### config.mk
export PLATFORM = sky130hd
export DESIGN_NAME = eqzq_div_cell
export DESIGN_NICKNAME = d
export VERILOG_FILES = /design/src/rtl/core/eqzq_pkg.sv /design/src/rtl/core/eqzq_div_cell.sv
export SDC_FILE = /design/constraint.sdc
export NUM_CORES = 1
export LEC_CHECK = 0
export BUFFER_PORTS_ARGS = -buffer_cell sky130_fd_sc_hd__buf_2
export CORE_ASPECT_RATIO = 1.2
export CORE_MARGIN = 8
export CORE_UTILIZATION = 35
export CTS_CLUSTER_DIAMETER = 40
export CTS_CLUSTER_SIZE = 24
export DETAILED_ROUTE_END_ITERATION = 16
export PLACE_DENSITY = 0.67
export SLEW_MARGIN = 15
export SYNTH_ARGS = -nofsm -noshare
export SYNTH_HDL_FRONTEND = slang
export SYNTH_SLANG_ARGS = --single-unit
### constraint.sdc
create_clock -name clk -period 8.5 [get_ports clk]
set_input_delay 0.425 -clock clk [delete_from_list [all_inputs] [get_ports clk]]
set_output_delay 0.425 -clock clk [all_outputs]
set_load 0.02 [all_outputs]
### src/rtl/core/eqzq_pkg.sv
`timescale 1ns / 1ps

package eqzq_pkg;

  localparam int ANG_W      = 17;
  localparam int CORD_W     = 34;
  localparam int CS_W       = 18;
  localparam int PAIR_W     = 36;
  localparam int TRI_W      = 54;
  localparam int QC_W       = 34;
  localparam int SQ_W       = 64;
  localparam int ROOT_W     = 32;
  localparam int SQRT_STEPS = 32;
  localparam int CS_SHIFT   = 15;
  localparam int OUT_W      = 16;

  localparam logic signed [17:0] FOLD_LIM      = 18'sd23040;
  localparam logic signed [17:0] HALF_TURN     = 18'sd46080;
  localparam logic signed [17:0] DEG8_TO_RAD30 = 18'sd73204;
  localparam logic signed [CORD_W-1:0] CORDIC_X0 = 34'sh026DD3B6A;

  typedef struct packed {
    logic signed [CORD_W-1:0] x;
    logic signed [CORD_W-1:0] y;
    logic signed [CORD_W-1:0] z;
  } cordic_lane_t;

  // lane 0 yaw, lane 1 pitch, lane 2 roll
  typedef struct packed {
    cordic_lane_t [2:0] lane;
    logic [2:0]         flip;
  } cordic_word_t;

  typedef struct packed {
    logic [SQ_W-1:0]            rem;
    logic [SQ_W-1:0]            root;
    logic [3:0][QC_W-1:0]       quat;
  } sqrt_word_t;

  // atan(2^-i) in Q30, truncated
  function automatic logic [CORD_W-1:0] atan_q30(input int unsigned i);
    logic [CORD_W-1:0] a;
    case (i)
      0:  a = 34'h03243F6A8;
      1:  a = 34'h01DAC6705;
      2:  a = 34'h00FADBAFC;
      3:  a = 34'h007F56EA6;
      4:  a = 34'h003FEAB76;
      5:  a = 34'h001FFD55B;
      6:  a = 34'h000FFFAAA;
      7:  a = 34'h0007FFF55;
      8:  a = 34'h0003FFFEA;
      9:  a = 34'h0001FFFFD;
      10: a = 34'h0000FFFFF;
      11: a = 34'h00007FFFF;
      12: a = 34'h00003FFFF;
      13: a = 34'h00001FFFF;
      14: a = 34'h00000FFFF;
      15: a = 34'h000007FFF;
      16: a = 34'h000003FFF;
      17: a = 34'h000001FFF;
      18: a = 34'h000000FFF;
      19: a = 34'h0000007FF;
      20: a = 34'h0000003FF;
      21: a = 34'h0000001FF;
      22: a = 34'h0000000FF;
      23: a = 34'h00000007F;
      default: a = '0;
    endcase
    return a;
  endfunction

endpackage

### src/rtl/core/eqzq_div_cell.sv
`timescale 1ns / 1ps

module eqzq_div_cell import eqzq_pkg::*; #(
  parameter int DW  = 49,
  parameter int QB  = 16,
  parameter int BIT = 0
) (
  input  logic                  clk,
  input  logic                  rst_n,
  input  logic                  i_vld,
  output logic                  i_rdy,
  input  logic [3:0][DW-1:0]    i_rem,
  input  logic [3:0][QB-1:0]    i_quo,
  input  logic [ROOT_W-1:0]     i_div,
  input  logic [3:0]            i_neg,
  input  logic                  i_zero,
  output logic                  o_vld,
  input  logic                  o_rdy,
  output logic [3:0][DW-1:0]    o_rem,
  output logic [3:0][QB-1:0]    o_quo,
  output logic [ROOT_W-1:0]     o_div,
  output logic [3:0]            o_neg,
  output logic                  o_zero
);

  logic                  vld_r;
  logic [3:0][DW-1:0]    rem_r;
  logic [3:0][DW-1:0]    rem_nxt;
  logic [3:0][QB-1:0]    quo_r;
  logic [3:0][QB-1:0]    quo_nxt;
  logic [ROOT_W-1:0]     div_r;
  logic [3:0]            neg_r;
  logic                  zero_r;
  logic [DW-1:0]         dsh;

  assign i_rdy  = !vld_r || o_rdy;
  assign o_vld  = vld_r;
  assign o_rem  = rem_r;
  assign o_quo  = quo_r;
  assign o_div  = div_r;
  assign o_neg  = neg_r;
  assign o_zero = zero_r;

  // restoring step on all four components against the shared divisor
  always_comb begin
    dsh     = DW'(i_div) << BIT;
    rem_nxt = i_rem;
    quo_nxt = i_quo;
    for (int k = 0; k < 4; k++) begin
      if (i_rem[k] >= dsh) begin
        rem_nxt[k]      = i_rem[k] - dsh;
        quo_nxt[k][BIT] = 1'b1;
      end
    end
  end

  always_ff @(posedge clk) begin
    if (!rst_n) begin
      vld_r <= 1'b0;
    end else if (i_rdy) begin
      vld_r <= i_vld;
    end
  end

  always_ff @(posedge clk) begin
    if (i_rdy && i_vld) begin
      rem_r  <= rem_nxt;
      quo_r  <= quo_nxt;
      div_r  <= i_div;
      neg_r  <= i_neg;
      zero_r <= i_zero;
    end
  end

endmodule

# --- After elaboration in Yosys (flattened, before gate mapping) ---
# Cells that the tools add are included.
word_totals:
  regBits: 298
  in_bits: 301
  output_inout_bits: 299
  word_cells: 31
classes:
  add_sub_neg: 4
  n_lt_le_gt_ge: 4
  mux: 4
  n_reduce_logical: 3
ops:
  columns: ["operator", "count"]
  rows:
  - [">= comparator 49 x 32 -> 1 bit", 4]
  - ["two-way mux 49 bit", 4]
  - ["subtractor 49 x 32 -> 49 bit", 4]
  - ["logical AND 1 bit", 1]
  - ["zero test 1 bit", 1]
  - ["logical OR 1 bit", 1]

# --- Logic depth before layout (Yosys ltp) ---
# Gate-level depths: netlist (run 1).
logic_depth:
  depth_word: 3
  depth_mapped: 13
  ltp_nobuf: 12

# --- Least setup slack after synthesis (run 1) ---
# Ideal clock, no wire load.
synth_timing:
  path_kind: "input to register"
  startpoint: "input o_rdy"
  endpoint: "register div_r[0], in the netlist o_div[0] (enable)"
  setup_time_ns: 0.695
  t_arrival_ns: 7.451
  required_ns: 7.805
  slack_ns: 0.354
  stages: 2
  n_path_buf: 0
  path_cell_list: "nand2b_1 -> and2_1"
synth_via:
  elab_chain_cells: 2
synth_lines:
  columns: ["item", "line", "source"]
  rows:
  - ["from (decl)", "eqzq_div_cell.sv:18", "input logic o_rdy,"]
  - ["logical OR 1 bit", "eqzq_div_cell.sv:36", "assign i_rdy = !vld_r || o_rdy;"]
  - ["logical AND 1 bit", "eqzq_div_cell.sv:66", "if (i_rdy && i_vld) begin"]
  - ["to (signal assigned)", "eqzq_div_cell.sv:69", "div_r <= i_div;"]
  - ["to (decl)", "eqzq_div_cell.sv:31", "logic [ROOT_W-1:0] div_r;"]
# Every way passes these cells.
# A chain may end at the register's enable or synchronous reset.

==> impl_metrics.toml, run 1 <==
[sta]
relSlewSlack_pct = 27.0
fin_ws_ns = 4.27
fin_crit_ns = 4.23
tightest_slew_ns = 1.09
clock_skew_ns = 0.0106
setup-tns-final_ns = 0
report.final.slew_viol_count = 0
period_share_pct = 49.8
rsz0062_at_grt = "false"
fmax_ghz = 0.236
hold_viol_final = 0
setup_viol = 0

[layout]
area.growth.synth_to_final_pct = 34.0
fillers = 5019
layout-drive-gt1-share_pct = 29.3
final_cell_mix = "599 x buf_2, 297 x edfxtp_1, 178 x a21oi_1"
final_area_mm2 = 0.0257
fin_nets = 2978
final_common_cell = "buf_2"
fin_util_pct = 47.1

[routing]
drt-wirelength-per-cell_um = 23.6
vias = 17680
viasPerCell = 5.34
drt_first_iter_violations = 1233
drt.antenna.violating_nets = 0
drc = 0
wl_mm = 78.3
dr.pass1.iters = 5

[synth]
synth_area_per_cell_um2 = 10.3
synth_edf_count = 297
synthArstFlopShare_pct = 0
netlist_instances = 1869
yosys_warnings = 0
syn_area_mm2 = 0.0192
syn_nets = 2302
synth-seq-area-share_pct = 46.7
synth_flop_cell = "edfxtp_1"
ys_ff_latch = 298
synth.distinct_cells = 76

[clock_network]
cts_max_path_buffers = 3
clk_pin_slew_ns = 0.06
cts_root_buf = "clkbuf_16"
ctsResizeCount = 0
cts_tree = "built"
htree_levels = 2
clk_latency_ns = 0.58
numCtsBuffers = 53
cts.sinks = 298
postCtsSetupBuffers = 0

[flow_run]
max_cap_viol_count = 0

[critical_path]
r2r_setup_slack_ns = 5.80
reg2reg_to = "o_rem[1]"
critical_path_required_ns = 8.82
crit_type = "input port to register"
crit_fanout = 7
ff2ff_path_depth = 4
end_kind = "register"
critPathLaunchType = "input port"
critPathArrivalTime_ns = 4.56
rr_startpoint = "o_vld"

[worst_hold_path]
holdPathEnd = "o_div[28]"
hp-class = "input port to register"
min_path_cells = 1
hold_start = "i_div[28]"

[power_and_ir_drop]
p_leak_nw = 11.0
power_switching_mw = 1.69
power_frac_comb_pct = 23.3
p_sw_share_pct = 31.4
power.clock.fraction_pct = 42.4
ir_drop_v = 0.000157
seq_power_share_pct = 34.2
finalPower_mw = 5.39
internal-power_mw = 3.70
p_per_area_mw_per_mm2 = 210

[floorplan]
ioPinCount = 600
core_mm2 = 0.0545
start_util_pct = 35.2
placementRows = 94
die_h_um = 272
fp.dieW_um = 230
die_area_mm2 = 0.0625

[place]
io_buffers = 599
place.gp.congestion = 0.896
dp_hpwl_mm = 61.7
pre_cts_ws_ns = 4.23
dpl_cell_area_mm2 = 0.0229

[global_routing]
grt_max_degree = 144
overflow = 0
antenna_found_initial = 9
grt_pass1_wl_mm = 114
grt_pass1_vias = 17790
grt.total_usage_pct = 23.7

[outcome]
status = "complete, no violations"
==> power groups by stage <==
stage | combinational [mW] | clock [mW] | sequential (mW)
after global routing | 1.36 | 2.39 | 1.86
after CTS | 1.26 | 2.34 | 1.85
after detailed placement | 1.22 | 0 | 1.87
final | 1.26 | 2.29 | 1.85
after global placement | 1.21 | 0 | 1.88
after floorplan | 0.594 | 0 | 2.06
==> area by class of cell <==
type	count	area [um^2]	area share [%]
flip-flops and latches	298	8940	34.8
well taps	720	901	3.51
clock buffers	55	1330	5.20
inverters	75	282	1.10
diodes	5	12.5	0.0487
repair buffers	686	3870	15.1
multi-input cells	1431	9730	37.9
clock inverters	43	599	2.33
==> sequential cells by signal, summed over array words and instances (netlist names) <==
register	count
o_quo	64
o_rem	196
o_vld	1
o_div	32
o_zero	1
o_neg	4
==> repair_timing <==
| action | 4_1_cts | 5_1_grt |
|---|---|---|
| hold buffers | 79 | 0 |
| endpoints found under the setup margin | 0 | 0 |
| hold endpoints to repair | 79 | 0 |
==> how the worst max path moves through the flow <==
stage | start | endpoint | slack (ns)
3_5_place_dp | i_div[1] | o_rem[27] | 4.23
2_1_floorplan | o_rdy | o_div[0] | 0.35
3_3_place_gp | i_div[15] | o_rem[46] | 4.29
5_1_grt | i_div[2] | o_rem[136] | 4.07
4_1_cts | i_div[2] | o_rem[136] | 4.33
6_report | i_div[2] | o_rem[136] | 4.27
==> metal layers <==
| layer | vias up | global-route usage, % | share of wire, % |
|---|---|---|---|
| li1 | 8400 | - | - |
| met1 | 8440 | 28.6 | 40 |
| met2 | 723 | 40.9 | 49 |
| met3 | 115 | 6.30 | 7.8 |
| met4 | 2 | 7.24 | 2.8 |
| met5 | - | 0 | 0.014 |
==> synth_stat cells, drive strengths merged, types with 28 or more instances <==
cell type	n	area, um^2
inv	75	282
nor2	163	612
nand3	41	205
a21oi	178	891
xor2	62	543
a21o	76	571
edfxtp	297	8920
xnor2	111	972
mux2	30	338
o21bai	30	229
nor3	46	230
nor4	28	194
o21ai	88	444
clkbuf	60	225
nand2	143	537
nand4	48	300
ha	128	1600
==> through the flow <==
stage,instances,hold WS (ns)
2_1_floorplan,1869,0.524
3_3_place_gp,3130,0.514
6_report,3313,0.0410
4_1_cts,3307,0.000822
5_1_grt,3311,0.0138
3_5_place_dp,3130,0.545
==> kinds of logic after synthesis <==
kind of cell	Yosys count	synth area share [%]
simple gates	591	15.2
compound gates	503	16.8
flops	298	46.7
xor+xnor	173	7.91
buf+inv	140	2.83
fa+ha+maj	132	8.78
mux	32	1.87
==> worst max-delay path, stage by stage <==
cell and delay (ns):
dlygate4sd3_1 0.53, buf_2 0.13, inv_1 0.26, ha_1 0.34
nor2b_1 0.16, o31a_1 0.27, o311ai_0 0.81, nand4_1 0.26
a311oi_1 0.43, nor4_1 0.14, nor2_1 0.42, nand4_1 0.19
xnor2_1 0.19
No activity file was read; power rests on OpenSTA's default activity.
==> run 2, diff against run 1 <==
Settings changed: PLACE_DENSITY 0.67 to 0.64.
Clock period 8.5 ns to 4.1 ns, I/O delays scaled along.
==> impl_metrics.toml, run 2 (synthesis gave the netlist of run 1 again) <==
[critical_path]
critical_path_required_ns = 4.41
end_kind = "register"
crit_type = "input port to register"
critPathArrivalTime_ns = 4.17
max_stage_delay_ns = 0.54
crit_fanout = 14
critPathSlowestCell = "dlygate4sd3_1"
critPathLaunchType = "input port"
crit_chain = "dlygate4sd3_1, buf_2, inv_1, ha_1, nand4_1, nor3_1, o21ai_0, o21bai_1, a31o_2, a31oi_1, o21bai_2, a2111oi_2, xor2_1"

[routing]
drt-wirelength-per-cell_um = 23.1
drt_first_iter_violations = 1402
viasPerCell = 5.28
wl_mm = 81.6
drt.antenna.violating_nets = 0
vias = 18633
dr.pass1.iters = 5
drc = 0

[sta]
relSlewSlack_pct = 42.9
setup-tns-final_ns = 0
fin_ws_ns = 0.239
hold_viol_final = 0
setup_viol = 0
fmax_ghz = 0.259
holdWs_ns = 0.0191
tightest_slew_ns = 0.835
report.final.slew_viol_count = 0
period_share_pct = 94.2
clock_skew_ns = 0.0190
fin_crit_ns = 3.86
rsz0062_at_grt = "false"

[floorplan]
placementRows = 94
die_h_um = 272
die_area_mm2 = 0.0625
ioPinCount = 600
fp.dieW_um = 230
core_mm2 = 0.0545
start_util_pct = 35.2

[power_and_ir_drop]
finalPower_mw = 11.2
p_per_area_mw_per_mm2 = 404
ir_drop_v = 0.000360
p_leak_nw = 11.8

[worst_hold_path]
hp-class = "input port to register"

[clock_network]
cts_root_buf = "clkbuf_16"
cts.sinks = 298
cts_tree = "built"
numCtsBuffers = 50
postCtsSetupBuffers = 0
postCtsHoldBufs = 268
htree_levels = 2
ctsResizeCount = 0
cts_max_path_buffers = 3
clk_latency_ns = 0.59
clk_pin_slew_ns = 0.06

[outcome]
status = "complete, no violations"

[layout]
area.growth.synth_to_final_pct = 44.4
fin_nets = 3188
largest_reg_flops = 196
final_common_cell = "buf_2"
final_cell_mix = "599 x buf_2, 297 x edfxtp_1, 268 x dlygate4sd3_1"
fillers = 4886
fin_util_pct = 50.8
layout-drive-gt1-share_pct = 28.0

[global_routing]
overflow = 0
grt_pass1_wl_mm = 120
grt_max_degree = 93
grt.total_usage_pct = 24.8
grt_pass1_vias = 18935
antenna_found_initial = 12

[place]
io_buffers = 599
place.gp.congestion = 0.926
pre_cts_ws_ns = 0.295
dp_hpwl_mm = 62.5

[flow_run]
max_cap_viol_count = 0
==> run 2: where the power goes <==
part           switching (mW)  total [mW]  internal, mW
registers              0.0832        3.82          3.74
clock network            1.85        4.54          2.68
logic                    1.71        2.81          1.10
==> run 2: final timing paths <==
path	endpoint	from	cells past startpoint	slack (ns)
worst min-delay path	o_rem[10]	i_rem[10]	3	0.02
worst min register to register	o_rem[154]	o_vld	2	1.02
worst max register to register	o_rem[44]	o_vld	3	2.23
worst max-delay path	o_rem[42]	i_div[12]	13	0.24
==> run 2: final cells by class <==
class	count	area (um^2)	area share [%]
Inverter	75	282	1.02
Tap cell	720	901	3.26
Multi-Input combinational cell	1431	9730	35.2
Clock buffer	51	1280	4.61
Timing Repair Buffer	899	5960	21.5
Sequential cell	298	8940	32.3
Clock inverter	43	547	1.98
Antenna cell	10	25.0	0.0905
==> run 2: worst max-delay path, delay by kind of cell <==
family | cells | cell delay (ns)
adders and majority gates | 1 | 0.38
xor gates and xnor gates | 1 | 0.12
buffers and inverters | 3 | 1.07
AOI/OAI and AO/OA | 6 | 1.92
and+or+nand+nor | 2 | 0.47
==> run 2: through the flow <==
| step | area [um^2] | std cells |
|---|---|---|
| 6_report | 27700 | 3527 |
| 3_3_place_gp | 23100 | 3155 |
| 2_1_floorplan | 19200 | 1869 |
| 5_1_grt | 27600 | 3521 |
| 4_1_cts | 27600 | 3517 |
| 3_5_place_dp | 23100 | 3155 |
==> run 2: layer usage <==
layer	share of wire (%)	track usage [%]	vias up
met3	6.9	5.28	140
li1	-	-	8827
met1	40	29.8	8871
met4	3.2	8.85	6
met5	0.053	0	-
met2	50	43.3	789
