<file path="config.mk">
export PLATFORM = sky130hd
export DESIGN_NAME = eqzq_sqrt_cell
export DESIGN_NICKNAME = d
export VERILOG_FILES = /design/src/rtl/core/eqzq_pkg.sv /design/src/rtl/core/eqzq_sqrt_cell.sv
export SDC_FILE = /design/constraint.sdc
export NUM_CORES = 1
export LEC_CHECK = 0
export ABC_AREA = 1
export ABC_CLOCK_PERIOD_IN_PS = 13200
export BUFFER_PORTS_ARGS = -buffer_cell sky130_fd_sc_hd__buf_2
export CORE_AREA = 2 2 207 209
export CTS_CLUSTER_DIAMETER = 80
export DETAILED_ROUTE_END_ITERATION = 16
export DIE_AREA = 0 0 209 211
export GPL_TIMING_DRIVEN = 0
export SLEW_MARGIN = 20
export SYNTH_ARGS = -nofsm -noshare
export SYNTH_HDL_FRONTEND = slang
export SYNTH_SLANG_ARGS = --single-unit
</file>
<file path="constraint.sdc">
create_clock -name clk -period 13.2 [get_ports clk]
set_input_delay 0 -clock clk [delete_from_list [all_inputs] [get_ports clk]]
set_output_delay 0 -clock clk [all_outputs]
set_load 0.02 [all_outputs]
</file>
<file path="src/rtl/core/eqzq_pkg.sv">
`timescale 1ns / 1ps

package eqzq_pkg;

  localparam int ANG_W      = 17;
  localparam int CORD_W     = 34;
  localparam int CS_W       = 18;
  localparam int PAIR_W     = 36;
  localparam int TRI_W      = 54;
  localparam int QC_W       = 34;
  localparam int SQ_W       = 64;
  localparam int ROOT_W     = 32;
  localparam int SQRT_STEPS = 32;
  localparam int CS_SHIFT   = 15;
  localparam int OUT_W      = 16;

  localparam logic signed [17:0] FOLD_LIM      = 18'sd23040;
  localparam logic signed [17:0] HALF_TURN     = 18'sd46080;
  localparam logic signed [17:0] DEG8_TO_RAD30 = 18'sd73204;
  localparam logic signed [CORD_W-1:0] CORDIC_X0 = 34'sh026DD3B6A;

  typedef struct packed {
    logic signed [CORD_W-1:0] x;
    logic signed [CORD_W-1:0] y;
    logic signed [CORD_W-1:0] z;
  } cordic_lane_t;

  // lane 0 yaw, lane 1 pitch, lane 2 roll
  typedef struct packed {
    cordic_lane_t [2:0] lane;
    logic [2:0]         flip;
  } cordic_word_t;

  typedef struct packed {
    logic [SQ_W-1:0]            rem;
    logic [SQ_W-1:0]            root;
    logic [3:0][QC_W-1:0]       quat;
  } sqrt_word_t;

  // atan(2^-i) in Q30, truncated
  function automatic logic [CORD_W-1:0] atan_q30(input int unsigned i);
    logic [CORD_W-1:0] a;
    case (i)
      0:  a = 34'h03243F6A8;
      1:  a = 34'h01DAC6705;
      2:  a = 34'h00FADBAFC;
      3:  a = 34'h007F56EA6;
      4:  a = 34'h003FEAB76;
      5:  a = 34'h001FFD55B;
      6:  a = 34'h000FFFAAA;
      7:  a = 34'h0007FFF55;
      8:  a = 34'h0003FFFEA;
      9:  a = 34'h0001FFFFD;
      10: a = 34'h0000FFFFF;
      11: a = 34'h00007FFFF;
      12: a = 34'h00003FFFF;
      13: a = 34'h00001FFFF;
      14: a = 34'h00000FFFF;
      15: a = 34'h000007FFF;
      16: a = 34'h000003FFF;
      17: a = 34'h000001FFF;
      18: a = 34'h000000FFF;
      19: a = 34'h0000007FF;
      20: a = 34'h0000003FF;
      21: a = 34'h0000001FF;
      22: a = 34'h0000000FF;
      23: a = 34'h00000007F;
      default: a = '0;
    endcase
    return a;
  endfunction

endpackage

</file>
<file path="src/rtl/core/eqzq_sqrt_cell.sv">
`timescale 1ns / 1ps

module eqzq_sqrt_cell import eqzq_pkg::*; #(
  parameter int STEP = 0
) (
  input  logic       clk,
  input  logic       rst_n,
  input  logic       i_vld,
  output logic       i_rdy,
  input  sqrt_word_t i_dat,
  output logic       o_vld,
  input  logic       o_rdy,
  output sqrt_word_t o_dat
);

  localparam logic [SQ_W-1:0] BIT = SQ_W'(1) << (SQ_W - 2 - 2 * STEP);

  logic       vld_r;
  sqrt_word_t dat_r;
  sqrt_word_t dat_nxt;
  logic [SQ_W-1:0] trial;

  assign i_rdy = !vld_r || o_rdy;
  assign o_vld = vld_r;
  assign o_dat = dat_r;

  // one result bit per cell
  always_comb begin
    dat_nxt = i_dat;
    trial   = i_dat.root + BIT;
    if (i_dat.rem >= trial) begin
      dat_nxt.rem  = i_dat.rem - trial;
      dat_nxt.root = (i_dat.root >> 1) + BIT;
    end else begin
      dat_nxt.root = i_dat.root >> 1;
    end
  end

  always_ff @(posedge clk) begin
    if (!rst_n) begin
      vld_r <= 1'b0;
    end else if (i_rdy) begin
      vld_r <= i_vld;
    end
  end

  always_ff @(posedge clk) begin
    if (i_rdy && i_vld) begin
      dat_r <= dat_nxt;
    end
  end

endmodule

</file>
==> Word-level counts from Yosys, hierarchy flattened <==
Cells that the tools add are included.
{ "word_totals": {"reg_bits": 265, "input_bits": 268, "wordCells": 17} }
{ "classes": {"order_cmp": 1, "muxes": 2, "n_addsub": 3, "reduce_logical": 3} }
{ "op_table": {"columns": ["cell", "count"], "rows": [
  ["adder 63 x 63 -> 64 bit (second input constant)", 1],
  ["adder 64 x 63 -> 64 bit (second input constant)", 1],
  ["greater-or-equal comparator 64 bit", 1],
  ["2-to-1 mux 64 bit", 1],
  ["subtractor 64 bit", 1],
  ["2-to-1 mux 63 bit", 1],
  ["logical AND 1 bit", 1],
  ["logical NOT 1 bit", 1],
  ["logical OR 1 bit", 1]
]} }

==> Longest topological paths before layout <==
Gate-level depths: netlist of run 1.
{ "logic_depth": {"word_depth": 3, "mapped_depth": 18, "depth_no_buf": 17} }

==> Worst setup path before layout of run 1 <==
OpenSTA, ideal clock, no wires.
{ "synth_timing": {"kind": "reg2reg", "start": "reg vld_r, in the netlist o_vld", "end": "reg dat_r (netlist bit o_dat[0]), enable pin", "t_arrival_ns": 13.088, "period_less_slack_ns": 14.066, "path_stages_with_launch": 2, "required_ns": 12.222, "slack_ns": -0.866, "cell_sequence": "dfxtp_1 a21oi_1"} }
{ "synth_between": {"elab_chain_cells": 3} }
{ "synth_rtl": {"columns": ["item", "line", "rtl"], "rows": [
  ["from (decl)", "eqzq_sqrt_cell.sv:18", "logic vld_r;"],
  ["from (signal assigned)", "eqzq_sqrt_cell.sv:43", "vld_r <= i_vld;"],
  ["logical NOT 1 bit", "eqzq_sqrt_cell.sv:23", "assign i_rdy = !vld_r || o_rdy;"],
  ["logical OR 1 bit", "eqzq_sqrt_cell.sv:23", null],
  ["logical AND 1 bit", "eqzq_sqrt_cell.sv:48", "if (i_rdy && i_vld) begin"],
  ["to (signal assigned)", "eqzq_sqrt_cell.sv:49", "dat_r <= dat_nxt;"],
  ["to (decl)", "eqzq_sqrt_cell.sv:19", "sqrt_word_t dat_r;"]
]} }
No other way between the ends.
A chain may end at the register's enable or synchronous reset.

==> results.md, run 1 <==
- Most frequent cells in the layout: nand2_1 (762), buf_2 (542), inv_1 (400), dlygate4sd3_1 (267), edfxtp_1 (264)
- CP startpoint: i_dat[200]
- Worst-path clk slew: approximately 60 ps
- Synth top area share: 0.525
- Critical path peak fanout: 10
- Required time of the critical path: between 10000 and 15000 ps
- CP Class: in -> reg
- Clk pwr share: 0.346
- Port bufs: 533
- Clk_skew: between 15 and 20 ps
- R2R Path End: o_dat[20]
- CTS tree: built
- Post-route setup TNS: 0 ps
- Fin Hold WS: between 10 and 15 ps
- WL/cell: 19.8 um
- Synthesized area: 0.0151 mm^2
- Worst-skew pair later-pin latency: around 570 ps
- Placed cells: roughly 3000
- Core Box Area: around 0.042 mm^2
- # IOs: approximately 530
- Iter 0 DRT Violations: approximately 900
- Area after DPL: 0.0188 mm^2
- Fin cells: between 3000 and 4000
- Max_slew headroom: 0.584
- Post_cts resized: 0
- First-pass GRT wire length: between 90000 and 100000 um
- Final Power: between 2 and 3 mW
- Post-layout util: 0.540
- Capture point of the worst path: o_dat[250]
- Pre-CTS WS: approximately 11000 ps
- FF-to-FF path depth: 2
- Reg-to-Reg Start: o_vld
- RSZ-0062 raised after global routing: false
- Leading cell type in the layout, fill and taps excluded: nand2_1
- Gate power share: 0.263
- Sw power: 0.825 mW
- Cell area after layout: around 0.023 mm^2
- Max_cap viols: 0
- Peak supply drop: 0.0933 mV
- GRT Resource Usage Total: 0.289
- Share of the yosys chip area belonging to registers: 0.526
- Number of remaining DRC errors: 0
- Crit. End Element: flop
- Cell row count: 75
- Synth unique cells: 30
- Dominant cell type by area after synthesis: edfxtp_1
- Seq pwr share: 0.391
- Fmax: about 380 MHz
- Largest net degree at the start of global routing: 26
- Initial antenna violation count: 4
- Endpoints failing setup: 0
- DP HPWL: 52000 um
- Bufs on Longest Clock Path: 3
- Initial core utilization: 0.362
- Synth top area cells: edfxtp_1 (53%), nand2_1 (19%), inv_1 (9.9%)
- Vias per cell: 4.64
- Routability cong.: just over 0.9
- Number of global-route vias before repair: around 15000
- Pwr dens: between 100 and 150 mW/mm^2
- Full die area: between 0.04 and 0.05 mm^2
- P_int: about 1.8 mW
- Worst hold start: i_dat[136]
- CP Launch Type: input pin
- Root Buffer: clkbuf_16
- Synthesis-stage register bit count: about 270
- Layout Nets: between 3000 and 4000
- Htree depth: 1
- Synth-to-Final Area Change: 49.5%
- Total gr overflow: 0
- Tcrit/Tclk final: 0.202
- First-pass detailed-route iteration total: 5
- Hold Violations, Final: 0
- Status: complete, no violations
- Die X-Extent: ~210 um
- Die height: approximately 210 um
- Final setup margin: between 10000 and 15000 ps
- Cells after synthesis: ~1900
- Flop-to-flop setup slack: ~11000 ps
- Final WL: 64600 um
- Worst slew pin tran: 622 ps
- TritonCTS buffer count: 31
- Synth warnings: 0
- Syn Nets: between 2000 and 2500
- Tightest Hold Check Type: in -> reg
- CTS Sinks: around 270
- Layout cells sized above 1: 0.241
- Antenna viol nets, final: 0
- Avg Cell Area, Syn: about 8.1 um^2
- Sw Share: 0.314
- Fin. max-slew vios: 0
- Critical Path AT: 3100 ps
- Vias after detailed routing: 15200
- Fin crit period: 2670 ps
- Leakage: 11.8 nW
-- state kept, by name (all words and copies together) (netlist names) --
name and cells:
o_dat 264, o_vld 1
-- synthesized netlist by cell type --
master    number
a21boi_0       1
a21oi_1       43
a21oi_2        1
and2_1         2
and3_1         1
buf_2          9
buf_6          2
buf_8          2
dfxtp_1        1
edfxtp_1     264
fa_1           1
ha_1          64
inv_1        400
inv_2          9
inv_4          1
nand2_1      762
nand2_2        8
nand2_4        2
nand3_1       80
nand3_2       11
nand4_1       20
nor2_1       111
nor2_2         8
nor3_1         7
nor3_2         3
nor4_1         3
o21ai_0        7
o21ai_1        1
xnor2_1        2
xor2_1        30
-- metal layers --
layer	vias to the layer above	routed length, um	part of all wire	global-route usage
li1	7447	-	-	-
met1	7077	27100	0.42	0.359
met2	526	30700	0.47	0.499
met3	119	3750	0.058	0.0456
met4	0	3080	0.048	0.128
met5	-	0	0	0
-- final cells by class --
class,instances,area [um^2]
clock inverter,21,251
buffer,13,97.6
antenna,5,12.5
sequential,265,7950
multi-input combinational,1168,5520
tap,539,674
fill,3958,19200
timing repair buffer,813,5700
inverter,410,1540
clock buffer,36,825
-- cell families (layout without fill, tap and decap cells) --
logic type / Yosys count / after routing / synth area share
compound gates: 53 / 53 / 0.0180
flops: 265 / 265 / 0.526
xor+xnor: 32 / 32 / 0.0186
other cells: 0 / 5 / 0
simple gates: 1018 / 1018 / 0.274
buf+inv: 423 / 1293 / 0.109
fa+ha+maj: 65 / 65 / 0.0544
-- power by group through the flow --
| stage | clock, mW | combinational (mW) | sequential, mW |
|---|---|---|---|
| final | 0.908 | 0.691 | 1.03 |
| after global routing | 0.950 | 0.751 | 1.03 |
| after CTS | 0.919 | 0.691 | 1.03 |
| after detailed placement | 0 | 0.622 | 1.04 |
| after global placement | 0 | 0.601 | 1.06 |
| after floorplan | 0 | 0.272 | 1.14 |
-- how the worst min path moves through the flow --
stage	endpoint	slack, ps	depth (start not counted)
6_report	o_dat[200]	10	5
2_1_floorplan	o_dat[0]	100	0
3_5_place_dp	o_dat[98]	180	1
5_1_grt	o_dat[200]	40	5
3_3_place_gp	o_dat[90]	180	1
4_1_cts	o_dat[200]	3	5
-- worst max-delay path, stage by stage --
cell and delay (ps):
dlygate4sd3_1 520, buf_2 90, inv_1 40, ha_1 200, fa_1 410, inv_1 100, nand3_1 110, nand2_4 130
nand2_2 50, nand2_2 140, nand2_2 70, nand2_2 100, nand2_2 70, nand3_2 80, nand2_2 70, nand2_4 100
buf_2 360, nand3_1 310, nand2_1 150
-- timing repair --
| action | in CTS | in global routing |
|---|---|---|
| hold endpoints to repair | 278 | 0 |
| hold buffers | 267 | 0 |
| setup buffers | 0 | 0 |
Power figures use the tool's default switching activity.
==> run 2, diff against run 1 <==
--- a/config.mk
+++ b/config.mk
@@ -6,12 +6,12 @@
 export NUM_CORES = 1
 export LEC_CHECK = 0
 export ABC_AREA = 1
-export ABC_CLOCK_PERIOD_IN_PS = 13200
+export ABC_CLOCK_PERIOD_IN_PS = 2720
 export BUFFER_PORTS_ARGS = -buffer_cell sky130_fd_sc_hd__buf_2
-export CORE_AREA = 2 2 207 209
+export CORE_AREA = 2 2 209 211
 export CTS_CLUSTER_DIAMETER = 80
 export DETAILED_ROUTE_END_ITERATION = 16
-export DIE_AREA = 0 0 209 211
+export DIE_AREA = 0 0 211 213
 export GPL_TIMING_DRIVEN = 0
 export SLEW_MARGIN = 20
 export SYNTH_ARGS = -nofsm -noshare
==> constraint.sdc (replaced) <==
create_clock -name clk -period 2.72 [get_ports clk]
set_input_delay 0 -clock clk [delete_from_list [all_inputs] [get_ports clk]]
set_output_delay 0 -clock clk [all_outputs]
set_load 0.02 [all_outputs]
==> run 2 against run 1 <==
Compared with the run above:
- flip-flop and latch count unchanged
- via count decreased by 0.82%
- critical endpoint unchanged
- critical path type unchanged
- power increased to 4.6 times the previous value
- largest power group unchanged
- clock skew decreased by 2.9 ps
- combinational power increased to 4.9 times the previous value
- sequential power increased to 4.8 times the previous value
- non-clock buffer count unchanged
==> results.md, run 2 (synthesized netlist as in run 1, its figures left out) <==
- Status: complete, no violations (unchanged)
- Tightest Hold Check Type: in -> reg (unchanged)
- Initial antenna violation count: 2 (was 4)
- Reg area: 0.00795 mm^2 (about the same)
- Fin crit period: between 2000 and 3000 ps
- Root Buffer: clkbuf_16 (unchanged)
- Pre-CTS WS: 65.0 ps (was 10510 ps)
- Most frequent cells in the layout: nand2_1 (762), buf_2 (540), inv_1 (400), dlygate4sd3_1 (267), edfxtp_1 (264) (was nand2_1 (762), buf_2 (542), inv_1 (400), dlygate4sd3_1 (267), edfxtp_1 (264))
- Largest register FFs: 264 (unchanged)
- Required time of the critical path: 3150 ps (was 13630 ps)
- Die X-Extent: 211 um (was 209 um)
- Multi-input logic area: 0.00553 mm^2 (was 0.00552 mm^2)
- Cell row count: 76 (was 75)
- Family with the most delay on the worst path: simple AND/OR/NAND/NOR gates (unchanged)
- Max_slew headroom: 0.505 (was 0.584)
- Critical Path AT: 2960 ps (was 3100 ps)
- Clk_skew: 13.1 ps (was 16.0 ps)
- Fin Hold WS: 30.3 ps (was 13.7 ps)
- Number of global-route vias before repair: 15300 (was 15400)
- Leading cell type in the layout, fill and taps excluded: nand2_1 (unchanged)
- Hold Violations, Final: 0 (unchanged)
- Fmax: slightly below 400 MHz
- Area after DPL: 0.0188 mm^2 (about the same)
- Most used cell, CP: nand2_2 (unchanged)
- Vias per cell: 4.60 (was 4.64)
- CP max stage cell: dlygate4sd3_1 (unchanged)
- First-pass GRT wire length: 94100 um (was 94400 um)
- CP Cell Sequence: dlygate4sd3_1 > buf_2 > inv_1 > ha_1 > fa_1 > inv_1 > nand3_1 > nand2_4 > nand2_2 > nand2_2 > nand2_2 > nand2_2 > nand2_2 > nand3_2 > nand2_2 > nand2_4 > clkbuf_4 > nand3_1 > nand2_1 (was dlygate4sd3_1 > buf_2 > inv_1 > ha_1 > fa_1 > inv_1 > nand3_1 > nand2_4 > nand2_2 > nand2_2 > nand2_2 > nand2_2 > nand2_2 > nand3_2 > nand2_2 > nand2_4 > buf_2 > nand3_1 > nand2_1)
- Critical path peak fanout: 10 (unchanged)
- Iter 0 DRT Violations: 1000 (was 904)
- Bufs on Longest Clock Path: 3 (unchanged)
- Cell area after layout: 0.0224 mm^2 (was 0.0226 mm^2)
- Peak supply drop: 0.480 mV (was 0.0933 mV)
- Final setup margin: 188 ps (was 10530 ps)
- CTS tree: built (unchanged)
- TritonCTS buffer count: 30 (was 31)
- Layout Nets: 3034 (was 3035)
- Routability cong.: 0.916 (was 0.933)
- Number of remaining DRC errors: 0 (unchanged)
- Core Box Area: 0.0427 mm^2 (was 0.0418 mm^2)
- Postcts setup bufs: 0 (unchanged)
- Layout cells sized above 1: 0.238 (was 0.241)
- Worst-skew pair later-pin latency: 580 ps (was 570 ps)
- Initial core utilization: 0.354 (was 0.362)
- Worst Hold Depth: 3 (was 5)
- CP bufs+invs: 5 (unchanged)
- Worst-path clk slew: 60 ps (about the same)
- FILL cells: 3994 (was 3958)
- Full die area: 0.0449 mm^2 (was 0.0441 mm^2)
- GRT Resource Usage Total: 0.285 (was 0.289)
- CP Depth: 19 (unchanged)
- CTS Sinks: 265 (unchanged)
- # IOs: 534 (unchanged)
- FF-to-FF path depth: 5 (was 2)
- RSZ-0062 raised after global routing: false (unchanged)
- Die height: 213 um (was 211 um)
- Fin. max-slew vios: 0 (unchanged)
- CP Launch Type: input pin (unchanged)
- Leakage: 11.7 nW (was 11.8 nW)
- Max_cap viols: 0 (unchanged)
- Crit. End Element: flop (unchanged)
- CP Class: in -> reg (unchanged)
- Synth-to-Final Area Change: 48.6% (was 49.5%)
- WL/cell: 20.0 um (was 19.8 um)
- Port bufs: 533 (unchanged)
- Worst slew pin tran: 741 ps (was 622 ps)
- Slowest stage delay, CP: 530 ps (was 520 ps)
- First-pass detailed-route iteration total: 7 (was 5)
- Final WL: 65400 um (was 64600 um)
- DP HPWL: 52500 um (was 52000 um)
- Endpoints failing setup: 0 (unchanged)
- Vias after detailed routing: 15000 (was 15200)
- Tcrit/Tclk final: 0.931
- Antenna viol nets, final: 0 (unchanged)
- Total gr overflow: 0 (unchanged)
- Pwr dens: 544 mW/mm^2 (was 116 mW/mm^2)
- Htree depth: 1 (unchanged)
- Largest net degree at the start of global routing: 27 (was 26)
- Post-route setup TNS: 0 ps (unchanged)
run 2: report_power, final:
part	internal (mW)	leakage [nW]	total, mW	switching [mW]
Combinational	1.20	8.67	3.36	2.17
Sequential	4.90	2.57	4.98	0.0821
Clock	2.17	0.444	3.86	1.69
run 2: metal layers:
layer,global-route usage,routed length [um],up-vias
met5,0.00111,0,-
met4,0.113,2760,0
met3,0.0366,3400,106
met2,0.505,31900,538
met1,0.354,27400,6970
li1,-,-,7430
run 2: worst paths after layout:
check | end | from | slack, ps
hold / removal | o_dat[163] | o_rdy | 30
hold reg to reg | o_dat[163] | o_vld | 750
setup reg to reg | o_dat[211] | o_vld | 610
setup / recovery | o_dat[250] | i_dat[200] | 190
run 2: repair_timing:
action                                  CTS  global route
resized for setup                         0             3
hold buffers                            267             0
endpoints found under the setup margin    0             6
hold endpoints to repair                274             0
run 2: worst register-to-register path, stage by stage (launching register included):
cell,delay [ps]
dfxtp_4,350
a21oi_4,610
buf_16,250
buf_16,190
buf_16,210
buf_16,200
run 2: stage by stage:
stage,total power [mW],cells,util
after global routing,12.7,3270,0.525
final,12.2,3270,0.525
after global placement,8.03,2935,0.432
after floorplan,6.82,1856,-
after CTS,12.3,3268,0.525
after detailed placement,8.08,2948,0.441
run 2: area by class of cell:
class                      instances  area share
sequential                       265       0.355
timing repair buffer             813       0.254
multi-input combinational       1168       0.246
inverter                         410      0.0687
clock buffer                      36      0.0354
tap                              546      0.0305
clock inverter                    17     0.00563
buffer                            13     0.00457
antenna                            2    0.000223
==> run 3, diff against run 2 <==
--- a/config.mk
+++ b/config.mk
@@ -5,13 +5,12 @@
 export SDC_FILE = /design/constraint.sdc
 export NUM_CORES = 1
 export LEC_CHECK = 0
-export ABC_AREA = 1
 export ABC_CLOCK_PERIOD_IN_PS = 2720
 export BUFFER_PORTS_ARGS = -buffer_cell sky130_fd_sc_hd__buf_2
-export CORE_AREA = 2 2 209 211
+export CORE_AREA = 2 2 210 212
 export CTS_CLUSTER_DIAMETER = 80
 export DETAILED_ROUTE_END_ITERATION = 16
-export DIE_AREA = 0 0 211 213
+export DIE_AREA = 0 0 212 214
 export GPL_TIMING_DRIVEN = 0
 export SLEW_MARGIN = 20
 export SYNTH_ARGS = -nofsm -noshare
==> run 3 against run 2 <==
Compared with the run above:
- worst hold slack gained 14 ps
- non-clock buffer count grew 31
- synthesized area shrank 14%
- clock power grew 11%
- critical path depth shrank 4
- core utilization shrank 4.2 points
==> results.md, run 3 <==
- CP Launch Type: input pin (unchanged)
- Dominant cell type by area after synthesis: edfxtp_1 (unchanged)
- Post-layout util: 0.484 (was 0.525)
- CTS Sinks: 265 (unchanged)
- Tcrit/Tclk final: 0.959 (was 0.931)
- Synth unique cells: 66 (was 30)
- DP HPWL: 40900 um (was 52500 um)
- Peak supply drop: 0.457 mV (was 0.480 mV)
- Leakage: 8.90 nW (was 11.7 nW)
- Critical Path AT: 2950 ps (was 2960 ps)
- Die height: 214 um (was 213 um)
- First-pass GRT wire length: 77200 um (was 94100 um)
- Largest register FFs: 264 (unchanged)
- Max_slew headroom: 0.536 (was 0.505)
- Final Power: 12.2 mW (about the same)
- Worst-skew pair later-pin latency: 540 ps (was 580 ps)
- Fin crit period: 2610 ps (was 2530 ps)
- Pwr dens: 589 mW/mm^2 (was 544 mW/mm^2)
- Synth warnings: 0 (unchanged)
- Crit. End Element: flop (unchanged)
- Routability cong.: 0.885 (was 0.916)
- Async S/R FF share, synth: 0 (unchanged)
- Most frequent cells after synthesis: edfxtp_1 (264), a21oi_1 (125), nor2_1 (108) (was nand2_1 (762), inv_1 (400), edfxtp_1 (264))
- Final WL: 54000 um (was 65400 um)
- TritonCTS buffer count: 34 (was 30)
- Initial antenna violation count: 17 (was 2)
- Layout cells sized above 1: 0.336 (was 0.238)
- Most frequent cell after synthesis: edfxtp_1 (was nand2_1)
- Port bufs: 533 (unchanged)
- Worst-path clk slew: 50 ps (was 60 ps)
- GRT Resource Usage Total: 0.229 (was 0.285)
- Synthesis-stage register bit count: 265 (unchanged)
- Worst hold start: i_vld (was o_rdy)
- Vias per cell: 4.82 (was 4.60)
- Die X-Extent: 212 um (was 211 um)
- Highest metal used: met5 (was met4)
- Max_cap viols: 0 (unchanged)
- Synth Flop Type: edfxtp_1 (unchanged)
- Number of synthesized flops with an enable pin: 264 (unchanged)
- Synthesized area: 0.0131 mm^2 (was 0.0151 mm^2)
- Fmax: 383 MHz (was 395 MHz)
- Cell row count: 76 (unchanged)
- Status: complete, no violations (unchanged)
- Core Box Area: 0.0429 mm^2 (was 0.0427 mm^2)
- Met1 wire length: 20900 um (was 27400 um)
- Layout Nets: 2301 (was 3034)
- WL met3: 3800 um (was 3400 um)
- Antenna viol nets, final: 0 (unchanged)
- Synth top area share: 0.607 (was 0.525)
- Clk_skew: 13.4 ps (was 13.1 ps)
- Leading cell type in the layout, fill and taps excluded: buf_2 (was nand2_1)
- Avg Cell Area, Syn: 11.6 um^2 (was 8.13 um^2)
- Endpoints failing setup: 0 (unchanged)
- Full die area: 0.0454 mm^2 (was 0.0449 mm^2)
- Iter 0 DRT Violations: 789 (was 1000)
- CTS tree: built (unchanged)
- Critical path peak fanout: 9 (was 10)
- Required time of the critical path: 3060 ps (was 3150 ps)
- CP startpoint: i_dat[155] (was i_dat[200])
- Worst slew pin tran: 689 ps (was 741 ps)
- Wire length on met2: 27500 um (was 31900 um)
- RSZ-0062 raised after global routing: true (was false)
- Initial core utilization: 0.304 (was 0.354)
- Most frequent cells in the layout: buf_2 (536), dlygate4sd3_1 (267), edfxtp_1 (264), a21oi_1 (122), nor2_1 (105) (was nand2_1 (762), buf_2 (540), inv_1 (400), dlygate4sd3_1 (267), edfxtp_1 (264))
- Number of remaining DRC errors: 0 (unchanged)
- Reg-to-Reg Start: o_vld (unchanged)
- Number of global-route vias before repair: 12600 (was 15300)
- Share of the yosys chip area belonging to registers: 0.609 (was 0.526)
- First-pass detailed-route iteration total: 5 (was 7)
- Cells after synthesis: 1121 (was 1856)
- Largest net degree at the start of global routing: 54 (was 27)
- Bufs on Longest Clock Path: 3 (unchanged)
- Synth-to-Final Area Change: 58.9% (was 48.6%)
- Total gr overflow: 0 (unchanged)
- Hold Violations, Final: 0 (unchanged)
- Fin. max-slew vios: 0 (unchanged)
- Tightest Hold Check Type: in -> reg (unchanged)
- Root Buffer: clkbuf_16 (unchanged)
- # IOs: 534 (unchanged)
- Synth top area cells: edfxtp_1 (61%), ha_1 (6.1%), a21oi_1 (4.8%) (was edfxtp_1 (53%), nand2_1 (19%), inv_1 (9.9%))
- Htree depth: 2 (was 1)
- CP Class: in -> reg (unchanged)
- WL/cell: 20.9 um (was 20.0 um)
- Syn Nets: 1454 (was 2189)
- Vias after detailed routing: 12400 (was 15000)
-- run 3: kinds of logic after synthesis --
logic type / share of synthesized area
compound gates: 0.148
xor+xnor: 0.0342
fa+ha+maj: 0.0629
buf+inv: 0.0394
flops: 0.609
mux: 0.000767
simple gates: 0.106
-- run 3: worst max-delay path, stage by stage --
cell and delay, ps:
buf_2 90, inv_1 40, ha_1 290, buf_6 130, nand4_1 140, or4_4 530, or4_4 460, a21oi_4 160
nor3_1 90, a31oi_4 200, or2_1 160, buf_8 170, buf_12 150, o21ai_0 80, nor3_1 250
-- run 3: power by group --
part / internal, mW / total, mW / switching, mW
Sequential: 4.89 / 4.97 / 0.0740
Combinational: 1.20 / 2.99 / 1.79
Clock: 2.46 / 4.27 / 1.80
Total: 8.56 / 12.2 / 3.66
-- run 3: what timing repair did --
action                     in CTS  in global routing
setup endpoints to repair      66                 66
cloned                          0                  1
setup buffers                   5                  6
hold endpoints to repair      265                  1
resized for setup              32                 27
pin swaps                       7                 11
hold buffers                  265                  2
-- run 3: layout make-up --
type	count	area, um^2
Antenna cell	8	20.0
Buffer	40	265
Clock buffer	39	891
Clock inverter	18	149
Fill cell	3932	22100
Inverter	80	300
Multi-Input combinational cell	730	4850
Sequential cell	265	7950
Tap cell	585	732
Timing Repair Buffer	817	5580
-- run 3: per-layer routing --
| metal | global-route usage | vias up |
|---|---|---|
| li1 | - | 5880 |
| met1 | 0.258 | 5960 |
| met2 | 0.409 | 488 |
| met3 | 0.0594 | 90 |
| met4 | 0.0923 | 16 |
| met5 | 0 | - |
-- run 3: final timing paths --
kind	end	slack, ps	cells after the start
min	o_dat[84]	40	2
max reg2reg	o_dat[254]	910	4
max	o_dat[256]	110	15
min reg2reg	o_dat[84]	860	2
-- run 3: per-stage QoR --
| step | setup WS, ps | hold WS, ps | cell area (um^2) | setup TNS, ps | cells |
|---|---|---|---|---|---|
| after floorplan | -58.1 | 98.9 | 13200 | -15340 | 1121 |
| after global placement | -1270 | 177 | 16600 | -266640 | 2239 |
| after detailed placement | -1290 | 178 | 16700 | -70880 | 2244 |
| after CTS | 10.0 | -217 | 20500 | 0 | 2565 |
| after global routing | -14.3 | 29.5 | 20700 | -14.3 | 2581 |
| final | 110 | 43.9 | 20700 | 0 | 2582 |
